## config.mk

```make
export PLATFORM = sky130hd
export DESIGN_NAME = triple_coincidence_detector
export DESIGN_NICKNAME = d
export VERILOG_FILES = /design/src/hw/rtl/tcd_pkg.sv /design/src/hw/rtl/tcd_core.sv /design/src/hw/rtl/triple_coincidence_detector.sv
export SDC_FILE = /design/constraint.sdc
export NUM_CORES = 1
export LEC_CHECK = 0
export BUFFER_PORTS_ARGS = -buffer_cell sky130_fd_sc_hd__buf_2
export CAP_MARGIN = 0
export CORE_MARGIN = 2
export CORE_UTILIZATION = 50
export CTS_BUF_LIST = sky130_fd_sc_hd__clkbuf_4
export DETAILED_ROUTE_END_ITERATION = 10
export GPL_ROUTABILITY_DRIVEN = 0
export PLACE_DENSITY = 0.68
export SETUP_SLACK_MARGIN = 0.15
export SYNTH_ARGS = -nofsm -noshare
export SYNTH_HDL_FRONTEND = slang
export SYNTH_SLANG_ARGS = --single-unit
```

## constraint.sdc

```tcl
create_clock -name clk -period 15.75 [get_ports clk]
set_clock_uncertainty 0.1 [all_clocks]
set_input_delay 1.575 -clock clk [delete_from_list [all_inputs] [get_ports clk]]
set_output_delay 1.575 -clock clk [all_outputs]
set_load 0.05 [all_outputs]
```

## src/hw/rtl/tcd_pkg.sv

```systemverilog
// Shared types and constants for the triple coincidence detector.
package tcd_pkg;

  localparam int unsigned TimeBits  = 48;
  localparam int unsigned CountBits = 32;
  localparam int unsigned DiffBits  = 20;
  localparam int unsigned CodeBits  = 8;
  localparam int unsigned WinBits   = 20;
  localparam int unsigned NumDet    = 3;

  localparam int unsigned InDataBits  = 56;
  localparam int unsigned OutDataBits = 176;
  localparam int unsigned CfgAddrBits = 2;
  localparam int unsigned CfgDataBits = WinBits;

  typedef enum logic [CfgAddrBits-1:0] {
    REG_WINDOW_TICKS = 2'd0,
    REG_CODE_FIRST   = 2'd1,
    REG_CODE_SECOND  = 2'd2,
    REG_CODE_THIRD   = 2'd3
  } tcd_reg_t;

  typedef enum logic [1:0] {
    DET_FIRST  = 2'd0,
    DET_SECOND = 2'd1,
    DET_THIRD  = 2'd2
  } tcd_det_t;

  localparam logic [WinBits-1:0]  WindowTicksRst = 20'd480;
  localparam logic [CodeBits-1:0] CodeFirstRst   = 8'd2;
  localparam logic [CodeBits-1:0] CodeSecondRst  = 8'd8;
  localparam logic [CodeBits-1:0] CodeThirdRst   = 8'd64;

  typedef struct packed {
    logic [WinBits-1:0]  window_ticks;
    logic [CodeBits-1:0] code_first;
    logic [CodeBits-1:0] code_second;
    logic [CodeBits-1:0] code_third;
  } tcd_cfg_t;

  // Field order follows the output tdata packing, first field in the top bits.
  typedef struct packed {
    logic [TimeBits-1:0]  shower_interval;
    logic                 interval_valid;
    logic [DiffBits-1:0]  diff_first_third;
    logic [DiffBits-1:0]  diff_second_third;
    logic [DiffBits-1:0]  diff_first_second;
    logic [CountBits-1:0] true_count;
    logic [CountBits-1:0] candidate_count;
    logic                 true_triple;
    logic                 candidate_triple;
    logic                 hit_accepted;
  } tcd_result_t;

endpackage

```

## src/hw/rtl/tcd_core.sv

```systemverilog
// Window state, triple classification and counters for one hit per cycle while step is high.
module tcd_core
  import tcd_pkg::*;
(
  input  logic                clk,
  input  logic                rst_n,
  input  logic                step,
  input  tcd_cfg_t            cfg,
  input  logic [CodeBits-1:0] channel_code,
  input  logic [TimeBits-1:0] hit_time,
  output tcd_result_t         result
);

  logic [1:0]           win_det_r    [NumDet];
  logic [TimeBits-1:0]  win_time_r   [NumDet];
  logic [1:0]           win_fill_r;
  logic [CountBits-1:0] cand_cnt_r;
  logic [CountBits-1:0] true_cnt_r;
  logic [TimeBits-1:0]  last_start_r;
  logic                 have_last_r;

  logic [1:0]           win_det_nxt  [NumDet];
  logic [TimeBits-1:0]  win_time_nxt [NumDet];
  logic [1:0]           win_fill_nxt;
  logic [CountBits-1:0] cand_cnt_nxt;
  logic [CountBits-1:0] true_cnt_nxt;
  logic [TimeBits-1:0]  last_start_nxt;
  logic                 have_last_nxt;

  logic                 acc;
  tcd_det_t             det;
  logic                 cand;
  logic                 tru;
  logic [TimeBits-1:0]  span;
  logic [1:0]           pos [NumDet];
  logic [TimeBits-1:0]  t_of_det [NumDet];
  logic [TimeBits-1:0]  d01, d12, d02;

  always_comb begin
    acc = 1'b1;
    det = DET_FIRST;
    priority if (channel_code == cfg.code_first) begin
      det = DET_FIRST;
    end else if (channel_code == cfg.code_second) begin
      det = DET_SECOND;
    end else if (channel_code == cfg.code_third) begin
      det = DET_THIRD;
    end else begin
      acc = 1'b0;
    end
  end

  always_comb begin
    win_det_nxt[0]  = win_det_r[1];
    win_det_nxt[1]  = win_det_r[2];
    win_det_nxt[2]  = det;
    win_time_nxt[0] = win_time_r[1];
    win_time_nxt[1] = win_time_r[2];
    win_time_nxt[2] = hit_time;
    win_fill_nxt    = (win_fill_r == 2'd3) ? 2'd3 : win_fill_r + 2'd1;
  end

  assign span = win_time_nxt[2] - win_time_nxt[0];
  assign cand = acc && (win_fill_nxt == 2'd3) &&
                (win_det_nxt[0] != win_det_nxt[1]) &&
                (win_det_nxt[1] != win_det_nxt[2]) &&
                (win_det_nxt[0] != win_det_nxt[2]);
  assign tru  = cand && (span < {{(TimeBits-WinBits){1'b0}}, cfg.window_ticks});

  // Slot of each detector; only meaningful when the three slots are distinct.
  always_comb begin
    for (int d = 0; d < NumDet; d++) begin
      pos[d] = 2'd0;
      for (int s = 0; s < NumDet; s++) begin
        if (win_det_nxt[s] == 2'(d)) begin
          pos[d] = 2'(s);
        end
      end
      t_of_det[d] = win_time_nxt[pos[d]];
    end
  end

  assign d01 = (pos[0] < pos[1]) ? t_of_det[1] - t_of_det[0] : t_of_det[0] - t_of_det[1];
  assign d12 = (pos[1] < pos[2]) ? t_of_det[2] - t_of_det[1] : t_of_det[1] - t_of_det[2];
  assign d02 = (pos[0] < pos[2]) ? t_of_det[2] - t_of_det[0] : t_of_det[0] - t_of_det[2];

  always_comb begin
    cand_cnt_nxt   = cand_cnt_r;
    true_cnt_nxt   = true_cnt_r;
    last_start_nxt = last_start_r;
    have_last_nxt  = have_last_r;
    if (cand && (cand_cnt_r != {CountBits{1'b1}})) begin
      cand_cnt_nxt = cand_cnt_r + 1'b1;
    end
    if (tru) begin
      if (true_cnt_r != {CountBits{1'b1}}) begin
        true_cnt_nxt = true_cnt_r + 1'b1;
      end
      last_start_nxt = win_time_nxt[0];
      have_last_nxt  = 1'b1;
    end
  end

  always_comb begin
    result                   = '0;
    result.hit_accepted      = acc;
    result.candidate_triple  = cand;
    result.true_triple       = tru;
    result.candidate_count   = cand_cnt_nxt;
    result.true_count        = true_cnt_nxt;
    if (tru) begin
      result.diff_first_second = d01[DiffBits-1:0];
      result.diff_second_third = d12[DiffBits-1:0];
      result.diff_first_third  = d02[DiffBits-1:0];
      if (have_last_r) begin
        result.interval_valid  = 1'b1;
        result.shower_interval = win_time_nxt[0] - last_start_r;
      end
    end
  end

  always_ff @(posedge clk) begin
    if (!rst_n) begin
      for (int s = 0; s < NumDet; s++) begin
        win_det_r[s]  <= '0;
        win_time_r[s] <= '0;
      end
      win_fill_r   <= '0;
      cand_cnt_r   <= '0;
      true_cnt_r   <= '0;
      last_start_r <= '0;
      have_last_r  <= 1'b0;
    end else if (step && acc) begin
      for (int s = 0; s < NumDet; s++) begin
        win_det_r[s]  <= win_det_nxt[s];
        win_time_r[s] <= win_time_nxt[s];
      end
      win_fill_r   <= win_fill_nxt;
      cand_cnt_r   <= cand_cnt_nxt;
      true_cnt_r   <= true_cnt_nxt;
      last_start_r <= last_start_nxt;
      have_last_r  <= have_last_nxt;
    end
  end

`ifndef SYNTHESIS
  a_fill_range: assert property (@(posedge clk) disable iff (!rst_n)
    win_fill_r != 2'd0 |=> win_fill_r != 2'd0)
    else $error("window fill dropped back to empty");

  a_true_le_cand: assert property (@(posedge clk) disable iff (!rst_n)
    true_cnt_r <= cand_cnt_r)
    else $error("true count exceeds candidate count");

  a_last_needs_true: assert property (@(posedge clk) disable iff (!rst_n)
    have_last_r |-> true_cnt_r != '0)
    else $error("previous triple recorded without a true count");

  a_true_needs_full: assert property (@(posedge clk) disable iff (!rst_n)
    step && tru |=> win_fill_r == 2'd3)
    else $error("true triple from a window that is not full");
`endif

endmodule

```

## src/hw/rtl/triple_coincidence_detector.sv

```systemverilog
// Top level of the triple coincidence detector: registers, input and output stages.
//
// Channel   Dir  Signals                              Payload
// in_       in   in_tvalid/in_tready/in_tdata         one detector hit
// out_      out  out_tvalid/out_tready/out_tdata      one result per hit
// cfg_      in   cfg_we/cfg_addr/cfg_wdata            register writes
//
// One hit enters per cycle unless the output stalls; each hit passes the input register,
// the core and the result register before its result appears.
// A stalled output holds the result register; the input register still takes a hit
// while the result register is full, then the input side stalls.
// Reset clears the window, counters and valid flags and loads the config reset values.
module triple_coincidence_detector
  import tcd_pkg::*;
(
  input  logic                   clk,
  input  logic                   rst_n,
  input  logic                   in_tvalid,
  output logic                   in_tready,
  input  logic [InDataBits-1:0]  in_tdata,   // channel_code, hit_time
  output logic                   out_tvalid,
  input  logic                   out_tready,
  // hit_accepted, candidate_triple, true_triple, candidate_count, true_count,
  // diff_first_second, diff_second_third, diff_first_third, interval_valid,
  // shower_interval
  output logic [OutDataBits-1:0] out_tdata,
  input  logic                   cfg_we,
  input  logic [CfgAddrBits-1:0] cfg_addr,
  input  logic [CfgDataBits-1:0] cfg_wdata
);

  tcd_cfg_t            cfg_r;
  logic                in_vld_r;
  logic [CodeBits-1:0] code_r;
  logic [TimeBits-1:0] time_r;
  logic                out_vld_r;
  tcd_result_t         out_data_r;
  tcd_result_t         result;
  logic                advance;
  logic                step;

  assign advance   = !out_vld_r || out_tready;
  assign step      = in_vld_r && advance;
  assign in_tready = !in_vld_r || advance;

  always_ff @(posedge clk) begin
    if (!rst_n) begin
      cfg_r.window_ticks <= WindowTicksRst;
      cfg_r.code_first   <= CodeFirstRst;
      cfg_r.code_second  <= CodeSecondRst;
      cfg_r.code_third   <= CodeThirdRst;
    end else if (cfg_we) begin
      unique case (tcd_reg_t'(cfg_addr))
        REG_WINDOW_TICKS: cfg_r.window_ticks <= cfg_wdata;
        REG_CODE_FIRST:   cfg_r.code_first   <= cfg_wdata[CodeBits-1:0];
        REG_CODE_SECOND:  cfg_r.code_second  <= cfg_wdata[CodeBits-1:0];
        REG_CODE_THIRD:   cfg_r.code_third   <= cfg_wdata[CodeBits-1:0];
        default: ;
      endcase
    end
  end

  always_ff @(posedge clk) begin
    if (!rst_n) begin
      in_vld_r <= 1'b0;
    end else if (in_tready) begin
      in_vld_r <= in_tvalid;
    end
  end

  always_ff @(posedge clk) begin
    if (in_tready && in_tvalid) begin
      code_r <= in_tdata[CodeBits-1:0];
      time_r <= in_tdata[CodeBits +: TimeBits];
    end
  end

  tcd_core u_core (
    .clk          (clk),
    .rst_n        (rst_n),
    .step         (step),
    .cfg          (cfg_r),
    .channel_code (code_r),
    .hit_time     (time_r),
    .result       (result)
  );

  always_ff @(posedge clk) begin
    if (!rst_n) begin
      out_vld_r <= 1'b0;
    end else if (advance) begin
      out_vld_r <= in_vld_r;
    end
  end

  always_ff @(posedge clk) begin
    if (step) begin
      out_data_r <= result;
    end
  end

  assign out_tvalid = out_vld_r;
  assign out_tdata  = out_data_r;

`ifndef SYNTHESIS
  a_true_is_cand: assert property (@(posedge clk) disable iff (!rst_n)
    out_tvalid && out_data_r.true_triple |-> out_data_r.candidate_triple)
    else $error("true triple without candidate triple");

  a_cand_is_hit: assert property (@(posedge clk) disable iff (!rst_n)
    out_tvalid && out_data_r.candidate_triple |-> out_data_r.hit_accepted)
    else $error("candidate triple from a rejected hit");

  a_interval_is_true: assert property (@(posedge clk) disable iff (!rst_n)
    out_tvalid && out_data_r.interval_valid |-> out_data_r.true_triple)
    else $error("interval reported without a true triple");
`endif

endmodule

```

==> run_results.csv <==
group,metric,value,unit
yosys,netlist_area,32500,um2
yosys,synthCells,3568,
yosys,synthFlopType,"edfxtp_1",
grt,grtUsageTotal,0.256,
power_and_ir_drop,p_switching,1030,uW
yosys,synth_warnings,0,
grt,grt.busiest_layer,"met2",
setup_path,rr_startpoint,"time_r[0]",
die,die_h,259,um
sta,slew_headroom,0.198,
power_and_ir_drop,power_frac_comb,0.192,
run_status,status,"finished, final reports clean",
layout,area_delta_synth_final,11.6,%
grt,grt_use_met1,0.344,
die,core_area,64300,um2
yosys,synth_top_area_share,0.307,
die,io_pins,261,
setup_path,cp_slowest_cell,"buf_4",
layout,register_area,13200,um2
setup_path,start_kind,"flip-flop",
sta,setup_viol,0,
yosys,synthAdderAreaFrac,0.0938,
grt,grt_pass1_vias,25570,
power_and_ir_drop,power_frac_clock,0.371,
layout,final_common_cell,"nand2_1",
routing,wire_per_inst,18.3,um
yosys,ys_seq_elements,493,
yosys,syn_nets,3890,
setup_path,crit_path_max_fanout,88,
power_and_ir_drop,power.leakage,0.0147,uW
clocking,cts_sinks,493,
die,row_count,93,
yosys,yosysUniqueCellTypes,96,
sta,grt_setup_unrepaired,"no",
min_path,min_path_type,"flip-flop to flip-flop",
setup_path,max_stage_delay,0.71,ns
die,start_util,0.505,
sta,period_share,0.426,
yosys,synth.area.mux_share,0.0419,
min_path,hold_path_depth,2,
power_and_ir_drop,ir_drop,0.0599,mV
setup_path,worstPathArrival,7.50,ns
grt,overflow,0,
power_and_ir_drop,finalPower,3330,uW
sta,finalHoldViolCount,0,
sta,fmax,0.149,GHz
grt,use_met2,0.397,
layout,num-nets-final,4137,
placement,hpwlAfterDp,63.2,mm
setup_path,r2r_slack,9.03,ns
sta,drv_slew,0,
clocking,clkLatencyLatePin,0.99,ns
clocking,clock_path_buffers,3,
clocking,cts_tree,"done",
clocking,post_cts_buffers,0,
yosys,synth-xor-area-share,0.0582,
setup_path,crit_end,"u_core.last_start_r[2]",
layout,final_cell_mix,"421 x nand2_1, 332 x edfxtp_1, 281 x a21oi_1",
sta,fin_crit,6.72,ns
power_and_ir_drop,intPower,2310,uW
setup_path,startpoint,"time_r[0]",
grt,antenna_found_initial,16,
placement,dpl.cell_count,4531,
yosys,synth_area_per_cell,9.11,um2
setup_path,cp-end-kind,"flip-flop",
power_and_ir_drop,swShare,0.308,
routing,num_vias,27317,
routing,ant_nets,0,
setup_path,crit_buf_inv,4,
layout,drive_gt1_frac,0.154,
clocking,hold_buffers,0,
clocking,cts_max_level,4,
power_and_ir_drop,powerDensity,91.9,nW/um2
yosys,synth_top_family_by_area,"simple AND/OR/NAND/NOR gates",
grt,grt_max_degree,105,
yosys,synth_compound_area_frac,0.152,
grt,use_met3,0.0719,
die,dieArea,67100,um2
clocking,clockRootBuffer,"clkbuf_4",
yosys,synth-edff-count,332,
layout,final_core_util,0.564,
routing,route.detailed.vias_per_inst,5.71,
clocking,cts_resized,0,
power_and_ir_drop,power_frac_seq,0.437,
clocking,path_clk_slew,0.06,ns
setup_path,cp_top_family,"simple AND/OR/NAND/NOR gates",
yosys,synth_seq_area_share,0.406,
routing,wirelength,87.5,mm
yosys,synth_area_leaders,"edfxtp_1 31%, dfxtp_1 9.9%, ha_1 8.9%, nand2_1 4.9%, a21oi_1 4.3%",
sta,holdWs,0.354,ns
setup_path,crit_required,16.53,ns
yosys,synth_simple_gate_area_frac,0.201,
yosys,async_reset_ff_frac,0,
routing,drc,0,
setup_path,cp.depth,25,
layout,fillers,5869,
layout,multi_input_area,17800,um2
setup_path,reg2reg_depth,25,
yosys,synth_top_area_cell,"edfxtp_1",
setup_path,rr_endpoint,"u_core.last_start_r[2]",
sta,max_slew.worst_pin.slew,1.19,ns
die,die-width,259,um
sta,setup_tns,0,ns
setup_path,worstSetupPathType,"flip-flop to flip-flop",
flow_run,cap_violations,0,
grt,grt_pass1_wl,137,mm
routing,drt_first_pass_iters,6,
layout,stdcell_count,4785,
clocking,numCtsBuffers,137,
routing,drt_iter0_markers,1955,
placement,portBuffers,260,
cell families (layout without fill, tap and decap cells):
| group | count (synthesis) | after routing |
|---|---|---|
| other cells | 0 | 6 |
| flops | 493 | 493 |
| fa+ha+maj | 239 | 239 |
| buf+inv | 396 | 752 |
| simple gates | 1296 | 1296 |
| mux | 134 | 134 |
| compound gates | 794 | 794 |
| xor+xnor | 216 | 216 |
power by group through the flow:
| stage | Sequential (uW) | Clock, uW | Combinational (uW) |
|---|---|---|---|
| final | 1460 | 1240 | 642 |
| after global routing | 1460 | 1340 | 700 |
| after CTS | 1460 | 1280 | 635 |
| after detailed placement | 1480 | 0 | 632 |
| after global placement | 1480 | 0 | 629 |
| after floorplan | 1560 | 0 | 395 |
per-stage QoR:
step | instance area [um2] | worst slack, ns
after detailed placement | 34400 | 9.10
final | 36300 | 9.03
after global placement | 34400 | 9.34
after CTS | 36300 | 9.09
after floorplan | 32500 | 2.46
after global routing | 36300 | 8.49
cells in the mapped netlist (118+ instances only):
cell type,count
nand2_1,422
edfxtp_1,332
a21oi_1,281
nor2_1,266
ha_1,231
inv_1,214
o21ai_0,181
dfxtp_1,161
clkbuf_1,143
and3_1,127
mux2i_1,118
xor2_1,118
sequential cells by signal, indices dropped and copies added (netlist names):
register / count
out_tdata: 176
u_core.win_time_r: 96
time_r: 48
u_core.last_start_r: 48
cfg_r: 44
u_core.cand_cnt_r: 32
u_core.true_cnt_r: 32
code_r: 8
u_core.win_det_r: 4
u_core.win_fill_r: 2
in_vld_r: 1
out_tvalid: 1
u_core.have_last_r: 1
routing by layer:
metal	vias to the layer above	share of wire	wire, um
li1	13396	-	-
met1	12807	0.45	39300
met2	918	0.45	39000
met3	174	0.080	7000
met4	22	0.023	2050
met5	-	0.0013	115
cell type report:
cell class,count,share of cell area
Inverter,215,0.0222
Sequential cell,493,0.363
Clock inverter,40,0.00762
Clock buffer,208,0.0430
Timing Repair Buffer,289,0.0420
Antenna cell,6,0.000414
Tap cell,855,0.0295
Multi-Input combinational cell,2679,0.492
tightest hold or removal path, cell delays in order, from the launching register on:
cell     delay, ns
dfxtp_1       0.30
nand2_1       0.05
a21oi_1       0.05
worst min-delay path by stage:
stage	startpoint	slack, ns	to
6_report	cfg_r[28]	0.35	cfg_r[28]
2_1_floorplan	cfg_r[24]	0.33	cfg_r[24]
5_1_grt	u_core.last_start_r[2]	0.37	u_core.last_start_r[2]
4_1_cts	cfg_r[28]	0.36	cfg_r[28]
3_5_place_dp	u_core.last_start_r[15]	0.35	u_core.last_start_r[15]
3_3_place_gp	u_core.last_start_r[3]	0.34	u_core.last_start_r[3]
Note: power is estimated with default switching activity, not from simulation.
